==> src/rtl/sot_pkg.sv <==
package sot_pkg;

    localparam int COORD_BITS = 16;
    localparam int SIZE_BITS  = COORD_BITS - 1;
    localparam int RAD_BITS   = COORD_BITS - 2;
    localparam int SQ_BITS    = 2 * COORD_BITS;
    localparam int PIPE_DEPTH = 4;

    localparam logic [1:0] KIND_BOX_BOX       = 2'd0;
    localparam logic [1:0] KIND_BOX_CIRCLE    = 2'd1;
    localparam logic [1:0] KIND_CIRCLE_CIRCLE = 2'd2;
    localparam logic [1:0] KIND_CIRCLE_BOX    = 2'd3;

    // all distances below are in doubled units
    typedef struct packed {
        logic [1:0]            kind;
        logic [COORD_BITS:0]   mag_x;
        logic [COORD_BITS:0]   mag_y;
        logic [COORD_BITS-1:0] ext_x;
        logic [COORD_BITS-1:0] ext_y;
        logic [SIZE_BITS-1:0]  in_x;
        logic [SIZE_BITS-1:0]  in_y;
        logic [COORD_BITS-1:0] rad2;
        logic                  corner_en;
    } front_t;

    typedef struct packed {
        logic [1:0]            kind;
        logic                  in_range;
        logic                  corner_need;
        logic [COORD_BITS-1:0] off_x;
        logic [COORD_BITS-1:0] off_y;
        logic [COORD_BITS-1:0] rad2;
    } bound_t;

    typedef struct packed {
        logic [1:0]         kind;
        logic               in_range;
        logic               corner_need;
        logic [SQ_BITS-1:0] sq_x;
        logic [SQ_BITS-1:0] sq_y;
        logic [SQ_BITS-1:0] rsq;
    } square_t;

endpackage

==> src/rtl/sot_front.sv <==
module sot_front (
    input  logic                                   clk,
    input  logic                                   rst_n,
    input  logic                                   in_valid,
    input  logic signed [sot_pkg::COORD_BITS-1:0]  self_x,
    input  logic signed [sot_pkg::COORD_BITS-1:0]  self_y,
    input  logic        [sot_pkg::SIZE_BITS-1:0]   self_width,
    input  logic        [sot_pkg::SIZE_BITS-1:0]   self_height,
    input  logic        [sot_pkg::RAD_BITS-1:0]    self_radius,
    input  logic signed [sot_pkg::COORD_BITS-1:0]  other_x,
    input  logic signed [sot_pkg::COORD_BITS-1:0]  other_y,
    input  logic        [sot_pkg::SIZE_BITS-1:0]   other_width,
    input  logic        [sot_pkg::SIZE_BITS-1:0]   other_height,
    input  logic        [sot_pkg::RAD_BITS-1:0]    other_radius,
    output logic                                   out_valid,
    output sot_pkg::front_t                        out_word
);

    localparam int CB = sot_pkg::COORD_BITS;

    logic                 valid_reg;
    sot_pkg::front_t      front_reg;
    sot_pkg::front_t      front_next;
    logic [1:0]           kind;
    logic [CB:0]          diff_x;
    logic [CB:0]          diff_y;
    logic [CB:0]          neg_x;
    logic [CB:0]          neg_y;
    logic [CB-1:0]        abs_x;
    logic [CB-1:0]        abs_y;
    logic [CB-2:0]        rad_sum;

    always_comb
    begin
        if (self_radius == '0 && other_radius == '0)
            kind = sot_pkg::KIND_BOX_BOX;
        else if (self_radius == '0)
            kind = sot_pkg::KIND_BOX_CIRCLE;
        else if (other_radius != '0)
            kind = sot_pkg::KIND_CIRCLE_CIRCLE;
        else
            kind = sot_pkg::KIND_CIRCLE_BOX;
    end

    // distance is symmetric, so the centre offset does not depend on the pair kind
    assign diff_x = {self_x[CB-1], self_x} - {other_x[CB-1], other_x};
    assign diff_y = {self_y[CB-1], self_y} - {other_y[CB-1], other_y};
    assign neg_x  = (CB+1)'(0) - diff_x;
    assign neg_y  = (CB+1)'(0) - diff_y;
    assign abs_x  = diff_x[CB] ? neg_x[CB-1:0] : diff_x[CB-1:0];
    assign abs_y  = diff_y[CB] ? neg_y[CB-1:0] : diff_y[CB-1:0];

    assign rad_sum = {1'b0, self_radius} + {1'b0, other_radius};

    always_comb
    begin
        front_next           = '0;
        front_next.kind      = kind;
        front_next.mag_x     = {abs_x, 1'b0};
        front_next.mag_y     = {abs_y, 1'b0};
        front_next.corner_en = (kind != sot_pkg::KIND_BOX_BOX);
        case (kind)
            sot_pkg::KIND_BOX_BOX:
            begin
                front_next.ext_x = {1'b0, self_width} + {1'b0, other_width};
                front_next.ext_y = {1'b0, self_height} + {1'b0, other_height};
            end
            sot_pkg::KIND_BOX_CIRCLE:
            begin
                front_next.in_x = self_width;
                front_next.in_y = self_height;
                front_next.rad2 = {1'b0, other_radius, 1'b0};
            end
            sot_pkg::KIND_CIRCLE_BOX:
            begin
                front_next.in_x = other_width;
                front_next.in_y = other_height;
                front_next.rad2 = {1'b0, self_radius, 1'b0};
            end
            default:
            begin
                front_next.rad2 = {rad_sum, 1'b0};
            end
        endcase
        // grow the inner box by the doubled radius
        if (kind != sot_pkg::KIND_BOX_BOX)
        begin
            front_next.ext_x = {1'b0, front_next.in_x} + front_next.rad2;
            front_next.ext_y = {1'b0, front_next.in_y} + front_next.rad2;
        end
    end

    always_ff @(posedge clk or negedge rst_n)
    begin
        if (!rst_n)
            valid_reg <= 1'b0;
        else
            valid_reg <= in_valid;
    end

    always_ff @(posedge clk)
    begin
        front_reg <= front_next;
    end

    assign out_valid = valid_reg;
    assign out_word  = front_reg;

endmodule

==> config.mk <==
export PLATFORM = sky130hd
export DESIGN_NAME = sot_front
export DESIGN_NICKNAME = d
export VERILOG_FILES = /design/src/rtl/sot_pkg.sv /design/src/rtl/sot_front.sv
export SDC_FILE = /design/constraint.sdc
export NUM_CORES = 1
export LEC_CHECK = 0
export ABC_AREA = 1
export BUFFER_PORTS_ARGS = -buffer_cell sky130_fd_sc_hd__buf_2
export CAP_MARGIN = 5
export CELL_PAD_IN_SITES_DETAIL_PLACEMENT = 0
export CELL_PAD_IN_SITES_GLOBAL_PLACEMENT = 2
export CORE_MARGIN = 4
export CORE_UTILIZATION = 30
export DETAILED_ROUTE_END_ITERATION = 7
export PLACE_DENSITY = 0.93
export SLEW_MARGIN = 20
export SYNTH_ARGS = -nofsm -noshare
export SYNTH_HDL_FRONTEND = slang
export SYNTH_SLANG_ARGS = --single-unit
==> constraint.sdc <==
create_clock -name clk -period 1 [get_ports clk]
set_clock_uncertainty 0.15 [all_clocks]
set_input_delay 0.1 -clock clk [delete_from_list [all_inputs] [get_ports clk]]
set_output_delay 0.1 -clock clk [all_outputs]
set_load 0.02 [all_outputs]
---- Yosys cells after proc, flatten, opt, wreduce, memory -nomap -nowiden ----
Cells that the tools add are included.
cells by class
  add/sub/neg operators ................... 9
  equal/unequal tests ..................... 2
  mux-type cells .......................... 9
  reductions and logical operators ........ 6
operators by type and width
  kind                   count
  $mux 32                2
  $pmux 30 s2            1
  $pmux 16 s3            1
  $sub 16x16->17         2
  $add 15x15->16         2
  $add 15x16->16         2
  $mux 16                2
  $sub 1x16->16 const A  2
  $logic_not 14->1       2
  $add 14x14->15         1
  $reduce_bool 14->1     1
  $mux 2                 2
  $eq 2x1->1 const B     1
  $eq 2x2->1 const B     1
  $logic_not 2->1        1
  $reduce_bool 2->1      1
  $logic_and 1x1->1      1
  $mux 1                 1
storage, ports and cells
  register bits ........................... 114
  input port bits ......................... 155
  output and inout bits ................... 116
  logic and storage cells ................. 36

---- Depth between registers and ports, before layout ----
Gate-level depths: netlist of the first run.
  depth in word-level cells ............... 8
  gate-level depth with buffers ........... 23
  depth with buffers taken out ............ 23

---- Worst setup path before layout of the first run ----
OpenSTA, ideal clock, no wires.
  kind .................................... input port to flip-flop
  from .................................... input self_radius[1] in the netlist's numbering
  to ...................................... register front_reg, in the netlist out_word[75]
  library setup time ...................... 0.113 ns
  arrival ................................. 3.599 ns
  required time ........................... 0.737 ns
  slack ................................... -2.862 ns
  stages on the path ...................... 17
  path buffers ............................ 3
  cell sequence ........................... or4_1 -> nor4_1 -> ha_1 -> clkbuf_1 -> clkbuf_1 -> clkbuf_1 -> nand2_1 -> a21oi_1 -> ha_1 -> a21o_1 -> a31oi_1 -> o21ai_0 -> a21o_1 -> nand2_1 -> nand3_1 -> nand3_1 -> nand2_1
RTL lines
  item                    RTL line          RTL
  start: declaration      sot_front.sv:9    input logic [sot_pkg::RAD_BITS-1:0] self_radius,
  end signal: assignment  sot_front.sv:103  front_reg <= front_next;
  end: declaration        sot_front.sv:22   sot_pkg::front_t front_reg;

==> results of run 1 <==
[worst max-delay path by stage]
stage	startpoint	end	cells past startpoint
after global placement	other_radius[10]	out_word[61]$_DFF_P_	16
after floorplan	self_radius[9]	out_word[60]$_DFF_P_	20
after detailed placement	self_radius[9]	out_word[62]$_DFF_P_	18
after CTS	other_radius[13]	out_word[60]$_DFF_P_	21
after global routing	self_radius[13]	out_word[78]$_DFF_P_	20
final	self_radius[13]	out_word[60]$_DFF_P_	21
[critical path: stages]
cell and delay [ns]:
buf_6 0.09, or4_4 0.55, nor4_4 0.39, buf_4 0.20, ha_4 0.18, clkbuf_16 0.15
a221o_1 0.13, o21ai_1 0.07, inv_2 0.11, ha_4 0.16, fa_2 0.22, nand2_2 0.06
nand2_2 0.06, o21ai_2 0.07, o21ai_2 0.24, nand2_1 0.10, nand2_2 0.11, a31oi_4 0.09
or2_0 0.20, nand3_1 0.07, nand2_1 0.05
[registers in the layout (all words and copies together) (netlist names)]
signal and count:
out_word 112, out_valid 1
[synth_stat cells, drive strengths merged (8+ instances only)]
| master | instances |
|---|---|
| nand2 | 417 |
| nor2 | 88 |
| o21ai | 76 |
| nor3 | 13 |
| clkbuf | 21 |
| xnor2 | 17 |
| a21oi | 143 |
| or2 | 13 |
| a31oi | 13 |
| nand3 | 82 |
| nand4 | 10 |
| nand3b | 8 |
| inv | 183 |
| ha | 110 |
| xor2 | 24 |
| a21o | 20 |
| dfxtp | 112 |
[layout by cell type, fill, tap and decap left out, types with 6 or more instances in the layout]
| master | n |
|---|---|
| nor2_1 | 67 |
| ha_4 | 30 |
| buf_12 | 18 |
| buf_2 | 255 |
| nand4_1 | 10 |
| nand2_2 | 65 |
| xnor2_1 | 9 |
| buf_6 | 64 |
| ha_1 | 79 |
| o21ai_2 | 20 |
| xnor2_2 | 6 |
| a21oi_1 | 82 |
| clkbuf_16 | 20 |
| inv_1 | 158 |
| a21o_1 | 20 |
| a21oi_4 | 37 |
| o21ai_1 | 23 |
| nand3_2 | 23 |
| inv_2 | 20 |
| dlygate4sd3_1 | 7 |
| nand2_1 | 333 |
| nor2_2 | 16 |
| xor2_1 | 19 |
| nand3b_1 | 8 |
| or2_2 | 8 |
| nand3_1 | 57 |
| a31oi_4 | 6 |
| a31oi_1 | 7 |
| nor3_1 | 9 |
| a21oi_2 | 24 |
| nand2_4 | 18 |
| o21ai_0 | 30 |
| dfxtp_1 | 108 |
| buf_4 | 352 |
[cell families after synthesis]
| group | after synthesis |
|---|---|
| compound gates | 287 |
| xor+xnor | 41 |
| fa+ha+maj | 117 |
| buf+inv | 212 |
| flops | 113 |
| other cells | 1 |
| simple gates | 644 |
[through the flow]
step	total power, mW	cells	utilization (%)
5_1_grt	24.1	2525	57.3
4_1_cts	22.2	2484	53.1
3_5_place_dp	14.4	2410	46.5
2_1_floorplan	10.3	1417	-
6_report	22.8	2525	57.3
3_3_place_gp	14.4	2410	46.5
[area by class of cell]
cell class,instances,area [sq um],share of cell area [%]
Multi-Input combinational cell,1092,8080,46.1
Clock buffer,19,443,2.53
Antenna cell,1,2.50,0.0143
Timing Repair Buffer,707,5290,30.2
Sequential cell,113,2270,13.0
Tap cell,396,495,2.83
Clock inverter,13,209,1.19
Inverter,184,731,4.17
[metal layers]
layer  global-route usage [%]  vias to the layer above
met5                        0                        -
met4                     7.22                       18
met3                     5.39                       89
met2                     37.3                      359
met1                     26.2                     5508
li1                         -                     6092
[where the power goes]
part | switching, mW | total [mW] | internal, mW
registers | 0.281 | 5.59 | 5.31
clock network | 2.50 | 6.99 | 4.49
logic | 5.61 | 10.2 | 4.64
total | 8.39 | 22.8 | 14.4
[timing repair]
item,CTS,global route
setup buffers,32,47
pin swaps,64,95
gates cloned,4,3
setup endpoints to repair,223,223
gates resized for setup,224,207
hold endpoints to repair,33,22
==> flow_summary.yaml, run 1 <==
clock_tree:
  cts_root_buf: "clkbuf_16"
  clkTransAtPathRegs_ns: 0.07
  cts_htree_levels: 4
  clkSinkCount: 113
  postCtsHoldBufs: 7
  cts_buffers: 17
  cts_tree: "done"
  cts_buffer_depth: 2
worst_setup_path:
  critPathMaxFanout: 4
  worstSetupPathType: "in2reg"
  end_kind: "register"
  cp-start-kind: "input port"
  cp.required_ns: 1.17
  arrival_ns: 3.40
power:
  cellLeakagePower_nw: 9.03
  vdd_drop_max_mv: 1.20
  power_density_nw_per_um2: 1300
logic_synthesis:
  synth_seq_area_share_pct: 24.3
  ys_async_sr_fraction_pct: 0.885
  synthAdderAreaFrac_pct: 16.3
  synthMuxAreaShare_pct: 0
  yosys.area_share.simple_pct: 29.1
  syn-instance-count: 1415
  syn_area_sq_um: 9320
  synth.top_cell.area_share_pct: 24.1
  synth-seq-cells: 113
  yosys_warnings: 0
  synth-compound-area-share_pct: 17.4
  synth_cell_types: 50
  synth-edff-count: 0
  ys.flop_type: "dfxtp_1"
  synth_top_area_cell: "dfxtp_1"
  yosys.area_share.xor_xnor_pct: 4.01
  yosys-top-cells-area: "dfxtp_1 (24%), nand2_1 (16%), ha_1 (15%), a21oi_1 (7.6%), inv_1 (7.3%)"
  synth_top_family_by_area: "simple AND/OR/NAND/NOR gates"
  avgSynthCellArea_sq_um: 6.59
timing:
  hold_viol_final: 23
  drv_slew: 0
  worst_slack_ns: -2.23
  rsz0062_at_grt: "true"
  setup_viol: 223
  hold_slack_ns: -0.151
  fin_crit_sh_pct: 323
  tns_ns: -151.56
  fmax_mhz: 310
  min_period_ns: 3.23
layout:
  fin_area_sq_um: 17500
  nets: 2387
  area_delta_synth_final_pct: 88.1
  n_fill_cell: 2739
  drive_gt1_share_pct: 49.8
routing:
  firstDrtPassIters: 5
  drt_iter0_markers: 494
  antenna_left: 0
  num_vias: 12066
  routed_wl_mm: 39.6
  drc: 0
  dr_wl_met3_mm: 2.45
  wl_met2_mm: 19.3
  wl_per_cell_microns: 15.7
  vias_per_cell: 4.78
  top_layer_used: "met5"
  wl_met1_mm: 16.7
status:
  status: "finished with violations"
  violations: "negative hold slack, negative setup slack"
floorplanning:
  die_h_microns: 184
  die_area_sq_um: 34000
  coreArea_sq_um: 30600
  rows: 64
  start_util_pct: 30.5
  die_w_microns: 184
  io_pins: 271
place:
  port_buffers: 267
  postPlaceCellArea_sq_um: 14200
  place_hpwl_mm: 29.1
  post-place-ws_ns: -2.79
  place_congestion: 0.925
global_routing:
  antenna_found_initial: 10
  grt-ovfl-total: 0
  grt_pass1_wl_mm: 59.0
  gr-usage-all-layers_pct: 21.6
  grt_start_max_net_pins: 25
  grt_pass1_vias: 12040
hold_path:
  hp-start: "other_height[2]"
  holdPathEnd: "out_word[19]$_DFF_P_"
  hold_depth: 3
  hp-class: "in2reg"
job:
  maxCapViolCount: 0
Power figures use the tool's default switching activity.
==> inputs of run 2 (changes only) <==
--- a/config.mk
+++ b/config.mk
@@ -11,9 +11,9 @@
 export CELL_PAD_IN_SITES_DETAIL_PLACEMENT = 0
 export CELL_PAD_IN_SITES_GLOBAL_PLACEMENT = 2
 export CORE_MARGIN = 4
-export CORE_UTILIZATION = 30
+export CORE_UTILIZATION = 25
 export DETAILED_ROUTE_END_ITERATION = 7
-export PLACE_DENSITY = 0.93
+export PLACE_DENSITY = 0.8
 export SLEW_MARGIN = 20
 export SYNTH_ARGS = -nofsm -noshare
 export SYNTH_HDL_FRONTEND = slang
==> flow_summary.yaml, run 2 (synthesis results as in run 1) <==
layout:
  seq_area_sq_um: 2410
  largest_register_ffs: 112
  final_cells: 2648
  final_cell_mix: "buf_4 (369), nand2_1 (298), buf_6 (206)"
  layout_commonest_cell: "buf_4"
  drive_gt1_share_pct: 58.5
  area_delta_synth_final_pct: 108
  multi_input_area_sq_um: 8610
  nets: 2438
  n_fill_cell: 3433
floorplanning:
  die_area_sq_um: 40400
  die_h_microns: 201
  coreArea_sq_um: 36700
  rows: 70
  io_pins: 271
  start_util_pct: 25.4
  die_w_microns: 201
timing:
  drv_slew: 0
  fin_crit_sh_pct: 311
  tightest_slew_ns: 0.528
  hold_viol_final: 24
  rsz0062_at_grt: "true"
  min_period_ns: 3.11
  fmax_mhz: 322
  hold_slack_ns: -0.196
  max_slew_margin_pct: 64.5
  tns_ns: -139.17
  worst_slack_ns: -2.11
  setup_viol: 223
power:
  p_sw_share_pct: 36.6
  internal_power_mw: 15.6
  power_density_nw_per_um2: 1270
  switchingPower_mw: 9.00
  clock_power_share_pct: 26.7
  vdd_drop_max_mv: 1.21
  cellLeakagePower_nw: 9.67
  p_seq_share_pct: 24.3
  comb_power_share_pct: 49.0
routing:
  vias_per_cell: 4.57
  firstDrtPassIters: 5
  drt_iter0_markers: 500
  drc: 0
  antenna_left: 0
  routed_wl_mm: 41.6
  num_vias: 12091
  wl_per_cell_microns: 15.7
worst_setup_path:
  arrival_ns: 3.29
  slowest_delay_ns: 0.54
  cp-start-kind: "input port"
  cp_slowest_cell: "or4_4"
  critPathMaxFanout: 8
  end_kind: "register"
  crit_family: "simple AND/OR/NAND/NOR gates"
  worstSetupPathType: "in2reg"
  cp.depth: 21
  cp.buffers_inverters: 4
  cp.required_ns: 1.18
  worstPathCellList: "buf_6 -> or4_4 -> nor4_4 -> buf_4 -> ha_4 -> buf_6 -> buf_6 -> nand2_4 -> a21oi_4 -> ha_4 -> fa_2 -> nand2_2 -> nand2_2 -> o21ai_2 -> o21ai_2 -> nand2_1 -> nand2_2 -> a31oi_4 -> or2_0 -> nand3_1 -> nand2_1"
clock_tree:
  postCtsHoldBufs: 9
  clkTransAtPathRegs_ns: 0.06
  clkSinkCount: 113
  cts_root_buf: "clkbuf_16"
  cts_htree_levels: 4
  cts_tree: "done"
  cts_buffer_depth: 2
  cts_buffers: 17
status:
  status: "finished with violations"
  violations: "negative hold slack, negative setup slack"
global_routing:
  grt_start_max_net_pins: 20
  gr-usage-all-layers_pct: 19.7
  antenna_found_initial: 9
  grt-ovfl-total: 0
  grt_pass1_wl_mm: 64.3
  grt_pass1_vias: 12184
hold_path:
  hp-start: "self_width[14]"
  hp-class: "in2reg"
  hold_depth: 3
  holdPathEnd: "out_word[46]$_DFF_P_"
place:
  place_congestion: 0.848
  port_buffers: 267
  place_hpwl_mm: 31.3
  post-place-ws_ns: -2.98
  placed_cells: 2508
job:
  maxCapViolCount: 0
-- run 2: cell count changes in the layout (fill, tap and decap cells not counted), moves of 6 or more --
| cell | before | now |
|---|---|---|
| nand2_1 | 333 | 298 |
| nor2_4 | 5 | 15 |
| nor2_2 | 16 | 10 |
| dfxtp_1 | 108 | 1 |
| xor2_1 | 19 | 13 |
| buf_2 | 255 | 146 |
| buf_12 | 18 | 12 |
| buf_4 | 352 | 369 |
| buf_8 | 4 | 12 |
| dfxtp_2 | 4 | 109 |
| nand2_4 | 18 | 52 |
| a21oi_2 | 24 | 32 |
| buf_6 | 64 | 206 |
-- run 2: how the worst max path moves through the flow --
stage | start | endpoint | slack (ns)
6_report | self_radius[10] | out_word[60]$_DFF_P_ | -2.11
3_5_place_dp | other_radius[10] | out_word[60]$_DFF_P_ | -2.98
5_1_grt | self_radius[2] | out_word[60]$_DFF_P_ | -2.24
4_1_cts | other_radius[13] | out_word[60]$_DFF_P_ | -2.05
3_3_place_gp | other_radius[10] | out_word[60]$_DFF_P_ | -2.85
2_1_floorplan | self_radius[9] | out_word[60]$_DFF_P_ | -2.30
-- run 2: metrics by stage --
stage               area, sq um  total power [mW]  utilization, %
floorplan                  9790              10.3               -
global placement          14400              14.6            39.3
detailed placement        14400              14.6            39.3
CTS                       17300              22.7            47.2
global route              19400              26.0            52.8
finish                    19400              24.6            52.8
-- run 2: final cells by class --
cell class                      count  share of cell area (%)
Multi-Input combinational cell   1094                    44.5
Timing Repair Buffer              756                    33.0
Sequential cell                   113                    12.4
Inverter                          184                    3.88
Tap cell                          468                    3.02
Clock buffer                       20                    2.36
Clock inverter                     12                   0.814
Antenna cell                        1                  0.0129
-- run 2: tightest hold or removal path, stage by stage --
cell and delay [ns]:
buf_2 0.11, nand2_1 0.07, a21oi_2 0.07
-- run 2: repair_timing --
| item | CTS | global route |
|---|---|---|
| endpoints found under the setup margin | 223 | 225 |
| pin swaps | 108 | 108 |
| endpoints found under the hold margin | 33 | 22 |
| cloned | 4 | 1 |
| gates resized for setup | 392 | 543 |
| buffers inserted | 67 | 51 |
-- run 2: metal layers --
| layer | wire [microns] | global-route usage [%] |
|---|---|---|
| met1 | 18200 | 24.8 |
| met2 | 20400 | 34.2 |
| met3 | 2040 | 4.57 |
| met4 | 859 | 4.57 |
| met5 | 120 | 0 |
-- run 2: power by group through the flow --
stage | Sequential [mW] | Clock (mW) | Combinational, mW
floorplan | 6.63 | 0 | 3.64
global placement | 5.71 | 0 | 8.85
detailed placement | 5.69 | 0 | 8.91
CTS | 5.64 | 6.71 | 10.3
global route | 6.03 | 6.90 | 13.1
finish | 5.96 | 6.56 | 12.0
==> inputs of run 3 (changes only) <==
--- a/config.mk
+++ b/config.mk
@@ -13,7 +13,7 @@
 export CORE_MARGIN = 4
 export CORE_UTILIZATION = 25
 export DETAILED_ROUTE_END_ITERATION = 7
-export PLACE_DENSITY = 0.8
+export PLACE_DENSITY_LB_ADDON = 0.08
 export SLEW_MARGIN = 20
 export SYNTH_ARGS = -nofsm -noshare
 export SYNTH_HDL_FRONTEND = slang
==> flow_summary.yaml, run 3 (synthesis results as in run 1) <==
worst_setup_path:
  cp.required_ns: 1.17
  worstSetupPathType: "in2reg"
  end_kind: "register"
  arrival_ns: 3.30
  critPathMaxFanout: 5
  cp-start-kind: "input port"
timing:
  hold_slack_ns: -0.184
  setup_viol: 223
  worst_slack_ns: -2.13
  fin_crit_sh_pct: 313
  rsz0062_at_grt: "true"
  min_period_ns: 3.13
  hold_viol_final: 25
  drv_slew: 0
  fmax_mhz: 319
global_routing:
  antenna_found_initial: 6
  grt_pass1_wl_mm: 61.8
  gr-usage-all-layers_pct: 19.1
  grt_start_max_net_pins: 27
  grt-ovfl-total: 0
  grt_pass1_vias: 11802
floorplanning:
  die_area_sq_um: 40400
  io_pins: 271
  coreArea_sq_um: 36700
  rows: 70
  die_w_microns: 201
  start_util_pct: 25.4
  die_h_microns: 201
routing:
  routed_wl_mm: 40.3
  drc: 0
  vias_per_cell: 4.46
  num_vias: 11716
  wl_per_cell_microns: 15.4
  drt_iter0_markers: 418
  firstDrtPassIters: 5
  antenna_left: 0
power:
  comb_power_share_pct: 48.6
  power_density_nw_per_um2: 1250
  cellLeakagePower_nw: 9.29
  p_seq_share_pct: 25.4
  power_mw: 23.5
  p_sw_share_pct: 37.3
  vdd_drop_max_mv: 1.15
  switchingPower_mw: 8.75
  internal_power_mw: 14.7
  clock_power_share_pct: 26.0
place:
  port_buffers: 267
  place_hpwl_mm: 31.4
  place_congestion: 0.863
clock_tree:
  postCtsHoldBufs: 9
  cts_buffer_depth: 2
  cts_buffers: 17
  clkSinkCount: 113
  cts_tree: "done"
  clkTransAtPathRegs_ns: 0.06
  cts_htree_levels: 4
  cts_root_buf: "clkbuf_16"
status:
  status: "finished with violations"
  violations: "negative hold slack, negative setup slack"
layout:
  layout_commonest_cell: "buf_4"
  final_cell_mix: "buf_4 (362), nand2_1 (315), buf_6 (186)"
  multi_input_area_sq_um: 8310
  seq_area_sq_um: 2410
  area_delta_synth_final_pct: 102
  drive_gt1_share_pct: 57.4
  nets: 2414
  largest_register_ffs: 112
  n_fill_cell: 3571
hold_path:
  hp-start: "other_width[6]"
  hp-class: "in2reg"
  holdPathEnd: "out_word[38]$_DFF_P_"
  hold_depth: 3
job:
  maxCapViolCount: 0
## run 3: cell count changes in the layout (fill, tap and decap cells not counted), moves of 7 or more
cell / delta
xor2_2: -8
nand2_1: +17
xor2_1: +8
buf_4: -7
nor2_1: -13
nand2_4: -22
buf_6: -20
nor2_2: +16
## run 3: power groups by stage
stage               clock [mW]  combinational [mW]  sequential (mW)
floorplan                    0                3.64             6.63
global placement             0                8.93             5.74
detailed placement           0                9.00             5.70
CTS                       6.28                10.7             5.98
global route              6.46                12.5             6.04
finish                    6.11                11.4             5.96
## run 3: critical path, stage by stage
cell and delay, ns:
buf_6 0.09, or4_4 0.57, nor4_4 0.32, buf_4 0.18, ha_4 0.17, buf_12 0.12
buf_12 0.11, buf_8 0.10, nand2_4 0.05, a21oi_4 0.21, fa_2 0.26, nand2_2 0.07
nand2_2 0.06, o21ai_2 0.06, o21ai_2 0.20, nand2_1 0.09, nand2_2 0.12, a31oi_4 0.10
or2_0 0.20, nand3_1 0.07, nand2_1 0.05
## run 3: how the worst max path moves through the flow
stage                                 from                   end  slack (ns)
final                       self_radius[8]  out_word[60]$_DFF_P_       -2.13
after global routing       other_radius[2]  out_word[75]$_DFF_P_       -2.29
after CTS                 other_radius[13]  out_word[60]$_DFF_P_       -2.13
after detailed placement    self_radius[3]  out_word[57]$_DFF_P_       -2.84
after global placement    other_radius[10]  out_word[62]$_DFF_P_       -2.84
after floorplan             self_radius[9]  out_word[60]$_DFF_P_       -2.30
## run 3: cell type report
| type | count | share of cell area (%) |
|---|---|---|
| multi-input combinational | 1093 | 44.1 |
| timing repair buffer | 733 | 32.9 |
| clock inverter | 14 | 0.711 |
| clock buffer | 18 | 2.33 |
| antenna | 3 | 0.0399 |
| tap | 468 | 3.11 |
| inverter | 184 | 3.99 |
| sequential | 113 | 12.8 |
## run 3: what timing repair did
item / in CTS / in global routing
endpoints found under the setup margin: 223 / 224
cloned: 4 / 2
pin swaps: 89 / 108
buffers inserted: 33 / 48
hold endpoints to repair: 38 / 25
resized for setup: 648 / 194
## run 3: through the flow
step | setup TNS (ns) | setup slack [ns] | instances | util (%) | cell area [sq um]
floorplan | -136.04 | -2.30 | 1417 | - | 9790
global placement | -178.44 | -2.84 | 2513 | 39.6 | 14500
detailed placement | -182.85 | -2.84 | 2513 | 39.6 | 14500
CTS | -136.59 | -2.13 | 2584 | 48.2 | 17700
global route | -149.18 | -2.29 | 2625 | 51.3 | 18800
finish | -137.09 | -2.13 | 2626 | 51.3 | 18800
## run 3: routing by layer
metal  share of wire, %  up-vias  global-route usage (%)
li1                   -     6149                       -
met1                 44     5300                    23.4
met2                 50      216                    33.8
met3                3.8       45                    3.39
met4                2.2        6                    6.12
met5               0.12        -                       0
